### src/design/bfrd_pkg.sv
// Shared types and constants for the banked framebuffer rectangle engine.
// No dependencies; every other design file but bfrd_if imports this package.
package bfrd_pkg;

   // Address of one byte in the frame store. 14 bits cover the furthest
   // spill address at the largest column count (256) and bank index (31).
   localparam int FB_ADDR_W = 14;

   // Depth of the queue between the front and the back end.
   localparam int Q_DEPTH = 4;

   typedef enum logic [1:0] {
      OP_RECT  = 2'd0,
      OP_PIXEL = 2'd1,
      OP_READ  = 2'd2
   } opcode_type;

   // What the back end does with a queued command.
   typedef enum logic [1:0] {
      CMD_NONE  = 2'd0,   // result only, no store access
      CMD_RECT  = 2'd1,
      CMD_PIXEL = 2'd2,
      CMD_READ  = 2'd3
   } cmd_kind_type;

   typedef struct packed {
      cmd_kind_type           kind;
      logic                   status;
      logic [FB_ADDR_W-1:0]   addr;       // first byte touched
      logic [7:0]             width_m1;   // columns per bank row, minus one
      logic [4:0]             last_row;   // bank rows after the top one
      logic                   fill;
      logic [7:0]             edge_top;
      logic [7:0]             inner_top;
      logic [7:0]             edge_bot;
      logic [7:0]             inner_bot;
      logic [7:0]             pix_and;
      logic [7:0]             pix_or;
   } cmd_type;

   typedef struct packed {
      logic clearing;
      logic busy;
   } back_stat_type;

endpackage

### src/design/bfrd_if.sv
// Channel interfaces: command words in, result words out.
// Standalone; valid/ready handshake, word moves when both are high.
interface bfrd_req_if;
   logic       valid;
   logic       ready;
   logic [1:0] opcode;
   logic [7:0] pos_x;
   logic [7:0] pos_y;
   logic [7:0] rect_width;
   logic [7:0] rect_height;
   logic       fill_mode;
   logic       pixel_value;
   logic [8:0] byte_address;

   modport source (output valid, opcode, pos_x, pos_y, rect_width, rect_height,
                   fill_mode, pixel_value, byte_address, input ready);
   modport sink   (input valid, opcode, pos_x, pos_y, rect_width, rect_height,
                   fill_mode, pixel_value, byte_address, output ready);
endinterface

interface bfrd_rsp_if;
   logic       valid;
   logic       ready;
   logic       status;
   logic [7:0] read_data;

   modport source (output valid, status, read_data, input ready);
   modport sink   (input valid, status, read_data, output ready);
endinterface

### src/design/bfrd_front.sv
// Front end: takes command words and turns them into queued back-end commands.
// Depends on bfrd_pkg and bfrd_if.
module bfrd_front #(
   parameter int COLUMNS    = 84,
   parameter int PIXEL_ROWS = 48
) (
   bfrd_req_if.sink                req_chan,
   input  logic                    q_full,
   input  bfrd_pkg::back_stat_type stat,
   output logic                    q_push,
   output bfrd_pkg::cmd_type       q_data
);
   import bfrd_pkg::*;

   logic                 on_screen;
   logic [7:0]           bottom;
   logic [4:0]           bank_top;
   logic [4:0]           bank_bot;
   logic [2:0]           top_sh;
   logic [2:0]           bot_sh;
   logic [FB_ADDR_W-1:0] start;
   logic [7:0]           m_top, m_bot, m_top_fill, m_bot_fill;
   logic [7:0]           pix_bit;

   assign req_chan.ready = !q_full && !stat.clearing;
   assign q_push         = req_chan.valid && req_chan.ready;

   always_comb begin
      on_screen = ({1'b0, req_chan.pos_x} < 9'(COLUMNS)) &&
                  ({1'b0, req_chan.pos_y} < 9'(PIXEL_ROWS));
      bottom    = req_chan.pos_y + req_chan.rect_height - 8'd1;   // wraps in 8 bits
      bank_top  = req_chan.pos_y[7:3];
      bank_bot  = bottom[7:3];
      top_sh    = req_chan.pos_y[2:0];
      bot_sh    = 3'd7 - bottom[2:0];
      start     = FB_ADDR_W'(COLUMNS) * FB_ADDR_W'(bank_top) + FB_ADDR_W'(req_chan.pos_x);
      pix_bit   = 8'h01 << top_sh;

      m_top      = 8'h01 << top_sh;
      m_bot      = 8'h80 >> bot_sh;
      m_top_fill = 8'hFF << top_sh;
      m_bot_fill = 8'hFF >> bot_sh;
      if (req_chan.fill_mode) begin
         m_top = m_top_fill;
         m_bot = m_bot_fill;
      end
      if (bank_top == bank_bot) begin
         m_top      = req_chan.fill_mode ? (m_top & m_bot) : (m_top | m_bot);
         m_top_fill = m_top_fill & m_bot_fill;
      end

      q_data           = '0;
      q_data.kind      = CMD_NONE;
      q_data.fill      = req_chan.fill_mode;
      q_data.edge_top  = m_top_fill;
      q_data.inner_top = m_top;
      q_data.edge_bot  = m_bot_fill;
      q_data.inner_bot = m_bot;

      unique case (opcode_type'(req_chan.opcode))
         OP_RECT: begin
            if (!on_screen || req_chan.rect_width == 8'd0 || req_chan.rect_height == 8'd0) begin
               q_data.status = 1'b1;
            end else begin
               q_data.kind     = CMD_RECT;
               q_data.addr     = start;
               q_data.width_m1 = req_chan.rect_width - 8'd1;
               // bottom bank wrapped above the top one: top row only
               q_data.last_row = (bank_bot > bank_top) ? (bank_bot - bank_top) : 5'd0;
            end
         end
         OP_PIXEL: begin
            if (on_screen) begin
               q_data.kind    = CMD_PIXEL;
               q_data.addr    = start;
               q_data.pix_and = req_chan.pixel_value ? 8'hFF : ~pix_bit;
               q_data.pix_or  = req_chan.pixel_value ? pix_bit : 8'h00;
            end
         end
         OP_READ: begin
            q_data.kind = CMD_READ;
            q_data.addr = FB_ADDR_W'(req_chan.byte_address);
         end
         default: begin
            q_data.kind = CMD_NONE;
         end
      endcase
   end

endmodule

### src/design/bfrd_queue.sv
// Command queue between the front and the back end.
// Depends on bfrd_pkg.
module bfrd_queue #(
   parameter int DEPTH = 4
) (
   input  logic              clock,
   input  logic              reset,
   input  logic              push,
   input  bfrd_pkg::cmd_type push_data,
   output logic              full,
   input  logic              pop,
   output bfrd_pkg::cmd_type pop_data,
   output logic              empty
);
   import bfrd_pkg::*;

   localparam int PTR_W = (DEPTH > 1) ? $clog2(DEPTH) : 1;
   localparam int CNT_W = $clog2(DEPTH + 1);

   cmd_type            slot_ff [DEPTH];
   logic [PTR_W-1:0]   head_ff, head_in;
   logic [PTR_W-1:0]   tail_ff, tail_in;
   logic [CNT_W-1:0]   count_ff, count_in;

   assign full     = (count_ff == CNT_W'(DEPTH));
   assign empty    = (count_ff == '0);
   assign pop_data = slot_ff[head_ff];

   always_comb begin
      head_in  = head_ff;
      tail_in  = tail_ff;
      count_in = count_ff;
      if (push) begin
         tail_in = (tail_ff == PTR_W'(DEPTH - 1)) ? '0 : tail_ff + 1'b1;
      end
      if (pop) begin
         head_in = (head_ff == PTR_W'(DEPTH - 1)) ? '0 : head_ff + 1'b1;
      end
      if (push && !pop) begin
         count_in = count_ff + 1'b1;
      end else if (pop && !push) begin
         count_in = count_ff - 1'b1;
      end
   end

   always_ff @(posedge clock) begin
      if (reset) begin
         head_ff  <= '0;
         tail_ff  <= '0;
         count_ff <= '0;
      end else begin
         head_ff  <= head_in;
         tail_ff  <= tail_in;
         count_ff <= count_in;
      end
      if (push) begin
         slot_ff[tail_ff] <= push_data;
      end
   end

endmodule

### src/design/bfrd_back.sv
// Back end: walks each store command over the frame store with read-modify-write,
// owns the store, the clearing pass and the result register. Depends on bfrd_pkg, bfrd_if.
module bfrd_back #(
   parameter int COLUMNS     = 84,
   parameter int STORE_BYTES = 504
) (
   input  logic                    clock,
   input  logic                    reset,
   input  logic                    q_empty,
   input  bfrd_pkg::cmd_type       q_data,
   output logic                    q_pop,
   bfrd_rsp_if.source              rsp_chan,
   output bfrd_pkg::back_stat_type stat
);
   import bfrd_pkg::*;

   localparam int MEM_AW = $clog2(STORE_BYTES);

   typedef enum logic [1:0] {
      ST_CLEAR,
      ST_IDLE,
      ST_RUN,
      ST_FLUSH
   } state_type;

   state_type            state_ff;
   cmd_type              cmd_ff;
   logic [4:0]           row_ff;
   logic [7:0]           col_ff;
   logic [FB_ADDR_W-1:0] row_base_ff;
   logic [MEM_AW-1:0]    clr_ff;

   // second stage: byte read last cycle, modified and written back now
   logic                 s2_valid_ff, s2_last_ff, s2_read_ff, s2_range_ff;
   logic [FB_ADDR_W-1:0] s2_addr_ff;
   logic [7:0]           s2_and_ff, s2_or_ff;

   // last write, forwarded when the next byte read hits the same address
   logic                 wb_valid_ff;
   logic [FB_ADDR_W-1:0] wb_addr_ff;
   logic [7:0]           wb_data_ff;

   logic                 rsp_valid_ff, rsp_status_ff;
   logic [7:0]           rsp_data_ff;

   logic [7:0]           mem [STORE_BYTES];
   logic [7:0]           rd_data_ff;

   logic                 is_middle, is_edge, elem_last, can_load_rsp, mem_we;
   logic [FB_ADDR_W-1:0] issue_addr;
   logic [7:0]           elem_and, elem_or, cur_byte, new_byte;

   always_comb begin
      is_middle  = (row_ff != 5'd0) && (row_ff != cmd_ff.last_row);
      is_edge    = (col_ff == 8'd0) || (col_ff == cmd_ff.width_m1);
      elem_last  = (row_ff == cmd_ff.last_row) && (col_ff == cmd_ff.width_m1);
      issue_addr = row_base_ff + FB_ADDR_W'(col_ff);
      elem_and   = 8'hFF;
      elem_or    = 8'h00;
      unique case (cmd_ff.kind)
         CMD_RECT: begin
            if (row_ff == 5'd0) begin
               elem_or = is_edge ? cmd_ff.edge_top : cmd_ff.inner_top;
            end else if (is_middle) begin
               elem_and = 8'h00;
               elem_or  = 8'hFF;
            end else begin
               elem_or = is_edge ? cmd_ff.edge_bot : cmd_ff.inner_bot;
            end
         end
         CMD_PIXEL: begin
            elem_and = cmd_ff.pix_and;
            elem_or  = cmd_ff.pix_or;
         end
         CMD_READ, CMD_NONE: begin
            elem_and = 8'hFF;
            elem_or  = 8'h00;
         end
      endcase
      cur_byte     = (wb_valid_ff && wb_addr_ff == s2_addr_ff) ? wb_data_ff : rd_data_ff;
      new_byte     = (cur_byte & s2_and_ff) | s2_or_ff;
      mem_we       = s2_valid_ff && s2_range_ff && !s2_read_ff;
      can_load_rsp = !rsp_valid_ff || rsp_chan.ready;
      q_pop        = (state_ff == ST_IDLE) && !q_empty && can_load_rsp;
   end

   assign rsp_chan.valid     = rsp_valid_ff;
   assign rsp_chan.status    = rsp_status_ff;
   assign rsp_chan.read_data = rsp_data_ff;
   assign stat.clearing      = (state_ff == ST_CLEAR);
   assign stat.busy          = (state_ff == ST_RUN) || (state_ff == ST_FLUSH);

   // frame store: one write port, one registered read port
   always_ff @(posedge clock) begin
      if (state_ff == ST_CLEAR) begin
         mem[clr_ff] <= 8'h00;
      end else if (mem_we) begin
         mem[s2_addr_ff[MEM_AW-1:0]] <= new_byte;
      end
      rd_data_ff <= mem[issue_addr[MEM_AW-1:0]];
   end

   always_ff @(posedge clock) begin
      if (reset) begin
         state_ff     <= ST_CLEAR;
         clr_ff       <= '0;
         cmd_ff       <= '0;
         s2_valid_ff  <= 1'b0;
         wb_valid_ff  <= 1'b0;
         rsp_valid_ff <= 1'b0;
      end else begin
         wb_valid_ff <= mem_we;
         wb_addr_ff  <= s2_addr_ff;
         wb_data_ff  <= new_byte;
         s2_valid_ff <= (state_ff == ST_RUN);

         // result register: loaded by a finishing command, else drained
         if (s2_valid_ff && s2_last_ff) begin
            rsp_valid_ff  <= 1'b1;
            rsp_status_ff <= 1'b0;
            rsp_data_ff   <= (s2_read_ff && s2_range_ff) ? cur_byte : 8'h00;
         end else if (q_pop && q_data.kind == CMD_NONE) begin
            rsp_valid_ff  <= 1'b1;
            rsp_status_ff <= q_data.status;
            rsp_data_ff   <= 8'h00;
         end else if (rsp_valid_ff && rsp_chan.ready) begin
            rsp_valid_ff <= 1'b0;
         end

         unique case (state_ff)
            ST_CLEAR: begin
               clr_ff <= clr_ff + 1'b1;
               if (clr_ff == MEM_AW'(STORE_BYTES - 1)) begin
                  state_ff <= ST_IDLE;
               end
            end
            ST_IDLE: begin
               if (q_pop) begin
                  cmd_ff      <= q_data;
                  row_ff      <= 5'd0;
                  col_ff      <= 8'd0;
                  row_base_ff <= q_data.addr;
                  if (q_data.kind != CMD_NONE) begin
                     state_ff <= ST_RUN;
                  end
               end
            end
            ST_RUN: begin
               s2_last_ff  <= elem_last;
               s2_addr_ff  <= issue_addr;
               s2_range_ff <= (issue_addr < FB_ADDR_W'(STORE_BYTES));
               s2_and_ff   <= elem_and;
               s2_or_ff    <= elem_or;
               s2_read_ff  <= (cmd_ff.kind == CMD_READ);
               if (elem_last) begin
                  state_ff <= ST_FLUSH;
               end else if (col_ff == cmd_ff.width_m1) begin
                  row_ff      <= row_ff + 5'd1;
                  col_ff      <= 8'd0;
                  row_base_ff <= row_base_ff + FB_ADDR_W'(COLUMNS);
               end else if (is_middle && !cmd_ff.fill) begin
                  col_ff <= cmd_ff.width_m1;   // outline: right edge only
               end else begin
                  col_ff <= col_ff + 8'd1;
               end
            end
            ST_FLUSH: begin
               state_ff <= ST_IDLE;
            end
         endcase
      end
   end

endmodule

### src/design/banked_framebuffer_rect_draw_core.sv
// Top level of the banked framebuffer rectangle engine.
// Depends on bfrd_pkg, bfrd_if, bfrd_front, bfrd_queue, bfrd_back.
//
//   channel | dir | handshake      | word carries
//   --------+-----+----------------+---------------------------------------------
//   req     | in  | valid / ready  | opcode, pos_x/y, rect size, fill, pixel, addr
//   rsp     | out | valid / ready  | status, read_data
//
// Store walk: a rejected rectangle, off-screen pixel or unused opcode is answered
//   without touching the store; an on-screen pixel or a read touches one byte.
//   A rectangle touches w bytes in the top bank row, w (fill) or 2 (outline, 1
//   when w is 1) per middle row and w in the bottom row, one byte at a time
//   through the single read-modify-write port on the frame store.
// Reset: synchronous; afterwards the store is cleared one byte a cycle, all
//   COLUMNS * ceil(PIXEL_ROWS/8) bytes (504 by default), while req.ready stays low.
// Stalls: a short command queue decouples req from the back end; the back end
//   starts a command only when the result register is free or being drained.
module banked_framebuffer_rect_draw_core #(
   parameter int COLUMNS    = 84,
   parameter int PIXEL_ROWS = 48
) (
   input  logic       clock,
   input  logic       reset,
   bfrd_req_if.sink   req_chan,
   bfrd_rsp_if.source rsp_chan
);
   import bfrd_pkg::*;

   localparam int STORE_BYTES = COLUMNS * ((PIXEL_ROWS + 7) / 8);

   cmd_type       push_word;
   cmd_type       pop_word;
   logic          q_push, q_pop, q_full, q_empty;
   back_stat_type back_stat;

   // Front: classify, precompute masks and start address.
   bfrd_front #(
      .COLUMNS    (COLUMNS),
      .PIXEL_ROWS (PIXEL_ROWS)
   ) u_front (
      .req_chan (req_chan),
      .q_full   (q_full),
      .stat     (back_stat),
      .q_push   (q_push),
      .q_data   (push_word)
   );

   bfrd_queue #(
      .DEPTH (Q_DEPTH)
   ) u_queue (
      .clock     (clock),
      .reset     (reset),
      .push      (q_push),
      .push_data (push_word),
      .full      (q_full),
      .pop       (q_pop),
      .pop_data  (pop_word),
      .empty     (q_empty)
   );

   // Back: byte sequencer over the store, result register.
   bfrd_back #(
      .COLUMNS     (COLUMNS),
      .STORE_BYTES (STORE_BYTES)
   ) u_back (
      .clock    (clock),
      .reset    (reset),
      .q_empty  (q_empty),
      .q_data   (pop_word),
      .q_pop    (q_pop),
      .rsp_chan (rsp_chan),
      .stat     (back_stat)
   );

   // no result can appear before the clearing pass is done
   a_no_rsp_while_clearing: assert property (@(posedge clock) disable iff (reset)
      back_stat.clearing |-> !rsp_chan.valid)
      else $error("result word during clearing pass");

   // a command leaves the queue only when the result slot will be free
   a_pop_needs_slot: assert property (@(posedge clock) disable iff (reset)
      q_pop |-> (!rsp_chan.valid || rsp_chan.ready))
      else $error("command popped while result slot is held");

   // the back end never sits mid-command with the clearing pass active or a queue pop
   a_busy_excl_clear: assert property (@(posedge clock) disable iff (reset)
      back_stat.busy |-> !back_stat.clearing && !q_pop)
      else $error("back end busy state overlaps clear or pop");

endmodule
### src/flat_wrapper.sv
// flat-port wrapper written by rule: the top's interface ports become plain ports
module banked_framebuffer_rect_draw_core_flat import bfrd_pkg::*;
#(
   parameter int COLUMNS    = 84,
   parameter int PIXEL_ROWS = 48
)
  (clock, reset, req_chan_valid, req_chan_opcode, req_chan_pos_x, req_chan_pos_y, req_chan_rect_width, req_chan_rect_height, req_chan_fill_mode, req_chan_pixel_value, req_chan_byte_address, req_chan_ready, rsp_chan_valid, rsp_chan_status, rsp_chan_read_data, rsp_chan_ready);
  bfrd_req_if req_chan_i ();
  bfrd_rsp_if rsp_chan_i ();
  input  logic clock;
  input  logic reset;
  input wire logic [$bits(req_chan_i.valid)-1:0] req_chan_valid;
  input wire logic [$bits(req_chan_i.opcode)-1:0] req_chan_opcode;
  input wire logic [$bits(req_chan_i.pos_x)-1:0] req_chan_pos_x;
  input wire logic [$bits(req_chan_i.pos_y)-1:0] req_chan_pos_y;
  input wire logic [$bits(req_chan_i.rect_width)-1:0] req_chan_rect_width;
  input wire logic [$bits(req_chan_i.rect_height)-1:0] req_chan_rect_height;
  input wire logic [$bits(req_chan_i.fill_mode)-1:0] req_chan_fill_mode;
  input wire logic [$bits(req_chan_i.pixel_value)-1:0] req_chan_pixel_value;
  input wire logic [$bits(req_chan_i.byte_address)-1:0] req_chan_byte_address;
  output wire logic [$bits(req_chan_i.ready)-1:0] req_chan_ready;
  output wire logic [$bits(rsp_chan_i.valid)-1:0] rsp_chan_valid;
  output wire logic [$bits(rsp_chan_i.status)-1:0] rsp_chan_status;
  output wire logic [$bits(rsp_chan_i.read_data)-1:0] rsp_chan_read_data;
  input wire logic [$bits(rsp_chan_i.ready)-1:0] rsp_chan_ready;
  assign req_chan_i.valid = req_chan_valid;
  assign req_chan_i.opcode = req_chan_opcode;
  assign req_chan_i.pos_x = req_chan_pos_x;
  assign req_chan_i.pos_y = req_chan_pos_y;
  assign req_chan_i.rect_width = req_chan_rect_width;
  assign req_chan_i.rect_height = req_chan_rect_height;
  assign req_chan_i.fill_mode = req_chan_fill_mode;
  assign req_chan_i.pixel_value = req_chan_pixel_value;
  assign req_chan_i.byte_address = req_chan_byte_address;
  assign req_chan_ready = req_chan_i.ready;
  assign rsp_chan_valid = rsp_chan_i.valid;
  assign rsp_chan_status = rsp_chan_i.status;
  assign rsp_chan_read_data = rsp_chan_i.read_data;
  assign rsp_chan_i.ready = rsp_chan_ready;
  banked_framebuffer_rect_draw_core #(.COLUMNS(COLUMNS), .PIXEL_ROWS(PIXEL_ROWS)) u_core (.clock(clock), .reset(reset), .req_chan(req_chan_i), .rsp_chan(rsp_chan_i));
endmodule
### config.mk
export PLATFORM = sky130hd
export DESIGN_NAME = banked_framebuffer_rect_draw_core_flat
export DESIGN_NICKNAME = d
export VERILOG_FILES = /design/src/design/bfrd_pkg.sv /design/src/design/bfrd_if.sv /design/src/design/bfrd_front.sv /design/src/design/bfrd_queue.sv /design/src/design/bfrd_back.sv /design/src/design/banked_framebuffer_rect_draw_core.sv /design/src/flat_wrapper.sv
export SDC_FILE = /design/constraint.sdc
export NUM_CORES = 2
export LEC_CHECK = 0
export BUFFER_PORTS_ARGS = -buffer_cell sky130_fd_sc_hd__buf_2
export CORE_UTILIZATION = 50
export DETAILED_ROUTE_END_ITERATION = 12
export PLACE_DENSITY_LB_ADDON = 0.25
export SYNTH_ARGS = -nofsm -noshare
export SYNTH_HDL_FRONTEND = slang
export SYNTH_MEMORY_MAX_BITS = 65536
export SYNTH_SLANG_ARGS = --single-unit
### constraint.sdc
create_clock -name clock -period 28.1 [get_ports clock]
set_clock_uncertainty 0.2 [all_clocks]
set_input_delay 5.62 -clock clock [delete_from_list [all_inputs] [get_ports clock]]
set_output_delay 5.62 -clock clock [all_outputs]
set_load 0.02 [all_outputs]
==> impl_metrics.json <==
{
  "status": "finished, final reports clean",
  "yosys-top-cells-area": "edfxtp_1 74%, mux4_2 13%, nand2_1 2.1%",
  "slew_viol_final": 0,
  "syn_area_um2": 179000,
  "cts_resized": 0,
  "grt_start_max_net_pins": 229,
  "clockBufferDepth": 4,
  "drive_gt1_share_pct": 20.3,
  "hold_end": "u_core.u_back.cmd_ff[41]$_SDFFE_PP0P_",
  "ys_warn_count": 0,
  "power.density_nw_per_um2": 79.6,
  "worstRegToRegCells": 13,
  "synth_edf_count": 4427,
  "dr_total_vias": 92100,
  "start_util_pct": 50.3,
  "antenna_left": 0,
  "end_kind": "flop",
  "synth_ff_type": "edfxtp_1",
  "fp-row-count": 219,
  "avgSynthCellArea_um2": 19.1,
  "fmax_mhz": 110,
  "synth_fp_nets": 9494,
  "die_area_um2": 361000,
  "maxCapViolations": 0,
  "ys_ff_latch": 4521,
  "wl_per_cell_um": 31.2,
  "cts-hold-fix-buffers": 0,
  "final_cell_mix": "4427 x edfxtp_1, 1049 x mux4_2, 964 x nand2_1",
  "grt_overflow": 0,
  "gp_congestion": 0.840,
  "hpwlAfterDp_mm": 262,
  "synthToLayoutAreaGrowth_pct": 10.5,
  "drtIter0Drc": 11700,
  "totalWireLength_mm": 457,
  "vdd_drop_max_mv": 0.0618,
  "timing.rr.end": "u_core.u_back.rd_data_ff[4]$_DFF_P_",
  "syn_inst": 9376,
  "worstMarginPinSlew_ns": 1.31,
  "layout_commonest_cell": "edfxtp_1",
  "via_per_inst": 6.30,
  "place_area_um2": 184000,
  "antenna_found_initial": 22,
  "grt_pass1_vias": 92300,
  "cts_made_buffers": 445,
  "setup_violations": 0,
  "synth_top_area_share_pct": 74.2,
  "path_clk_slew_ns": 0.06,
  "port_buffers": 59,
  "hold_class": "flop to flop",
  "rsz0062_at_grt": "false",
  "finish.utilization_pct": 55.6,
  "h-tree-depth": 5,
  "firstDrtPassIters": 5,
  "dieHeight_um": 601,
  "grt_use_met3_pct": 4.31,
  "core_area_um2": 356000,
  "fin_crit_sh_pct": 32.3,
  "final.fill_count": 26800,
  "cts_root_buf": "clkbuf_16",
  "nets": 9602,
  "grt_pass1_wl_mm": 659,
  "hold_viol": 0,
  "grt_util_met2_pct": 39.6,
  "worstReg2RegStart": "u_core.u_back.col_ff[0]$_SDFFCE_PN0P_",
  "cts_tree": "done",
  "synth.yosys.seq_area_share_pct": 75.2,
  "post_cts_buffers": 0,
  "clk-insertion-delay-late_ns": 0.98,
  "synth_cell_types": 87,
  "worst_ep_arrival_time_ns": 9.56,
  "synth-async-reset-ratio_pct": 0,
  "io-pin-count": 60,
  "drc": 0,
  "leakage_uw": 0.0543,
  "design_area_um2": 198000,
  "worstSetupPathType": "primary input to flop",
  "ff2ff_setup_slack_ns": 20.41,
  "grt_use_total_pct": 25.0,
  "required_ns": 28.58,
  "grt.busiest_layer": "met2",
  "finalPower_uw": 15800,
  "worstSetupStartpointType": "primary input",
  "holdWs_ns": 0.255,
  "finalCriticalPeriod_ns": 9.08,
  "cts_sinks": 4521,
  "holdPathStages": 2,
  "die_x_um": 601,
  "synth.largest_area_cell": "edfxtp_1",
  "relSlewSlack_pct": 11.6,
  "worstHoldStart": "u_core.u_back.cmd_ff[41]$_SDFFE_PP0P_",
  "cp_max_fo": 12,
  "setup_tns_ns": 0,
  "met1_usage_pct": 35.2
}
==> state kept, by name (all words and copies together) (netlist names), 9 cells and up, named ones only <==
signal	flops
u_core.u_queue.slot_ff	304
u_core.u_back.s2_addr_ff	14
u_core.u_back.row_base_ff	14
u_core.u_back.clr_ff	9
u_core.u_back.wb_addr_ff	14
u_core.u_back.mem	4032
u_core.u_back.cmd_ff	63
==> worst max-delay path by stage <==
stage,start,endpoint,cells past startpoint
2_1_floorplan,u_core.u_back.s2_addr_ff[1]$_DFFE_PP_,u_core.u_back.mem[0][0]$_DFFE_PP_,6
3_3_place_gp,req_chan_pos_y[1],u_core.u_queue.slot_ff[0][34]$_DFFE_PP_,19
3_5_place_dp,req_chan_pos_y[1],u_core.u_queue.slot_ff[0][34]$_DFFE_PP_,19
4_1_cts,req_chan_pos_y[1],u_core.u_queue.slot_ff[2][34]$_DFFE_PP_,19
5_1_grt,req_chan_pos_y[1],u_core.u_queue.slot_ff[1][33]$_DFFE_PP_,19
6_report,req_chan_pos_y[1],u_core.u_queue.slot_ff[1][33]$_DFFE_PP_,19
==> metal layers <==
layer | part of all wire (%) | vias to the layer above
li1 | - | 37800
met1 | 40 | 48900
met2 | 48 | 4462
met3 | 8.8 | 851
met4 | 3.8 | 2
met5 | 0.0028 | -
==> synthesized netlist by cell type, drive strengths merged (34+ instances only) <==
master	number
edfxtp	4427
mux4	1049
nand2	984
nor2	657
buf	377
nand3	280
a21oi	217
mux2i	201
clkbuf	189
dfxtp	94
o21ai	84
inv	74
and3	73
ha	63
a22oi	58
xnor2	52
a31oi	46
o211ai	46
xor2	39
a311oi	34
==> critical path, cell delays in order <==
cell and delay [ns]:
buf_2 0.21, inv_1 0.17, ha_1 0.30, inv_1 0.04, ha_1 0.22, fa_1 0.48, a21oi_1 0.17, nor2_1 0.06
nor2_1 0.16, o21bai_1 0.09, a21oi_1 0.19, xnor2_1 0.10, ha_1 0.33, and3_1 0.18, and3_1 0.54, nand2_1 0.22
nor2_1 0.13, a21oi_1 0.05, o32ai_1 0.30
==> cells by family (layout without fill, tap and decap cells) <==
group / count (synthesis) / count (layout) / synth area share (%)
fa+ha+maj: 69 / 69 / 0.507
buf+inv: 642 / 1120 / 2.05
compound gates: 671 / 671 / 2.46
xor+xnor: 91 / 91 / 0.453
flops: 4521 / 4521 / 75.2
mux: 1266 / 1266 / 14.4
simple gates: 2116 / 2116 / 4.91
other cells: 0 / 14 / 0
==> area by class of cell <==
type / count / area (µm²) / area share, %
antenna: 14 / 35.0 / 0.0177
clock buffer: 549 / 11600 / 5.87
clock inverter: 268 / 2560 / 1.29
inverter: 76 / 314 / 0.159
multi-input combinational: 4213 / 41100 / 20.7
sequential: 4521 / 135000 / 68.0
tap: 4751 / 5940 / 3.00
timing repair buffer: 227 / 1770 / 0.894
==> through the flow <==
step                setup slack, ns  std cells
global placement              18.04      13800
floorplan                     18.30       9376
CTS                           19.16      14600
detailed placement            18.15      13800
finish                        19.02      14600
global route                  18.78      14600
==> where the power goes <==
group / switching, µW / total, µW / leakage [µW] / internal (µW)
logic: 1790 / 2510 / 0.0144 / 721
clock network: 2530 / 5860 / 0.00693 / 3320
registers: 43.1 / 7410 / 0.0329 / 7370
(Power assumes the default switching activity.)
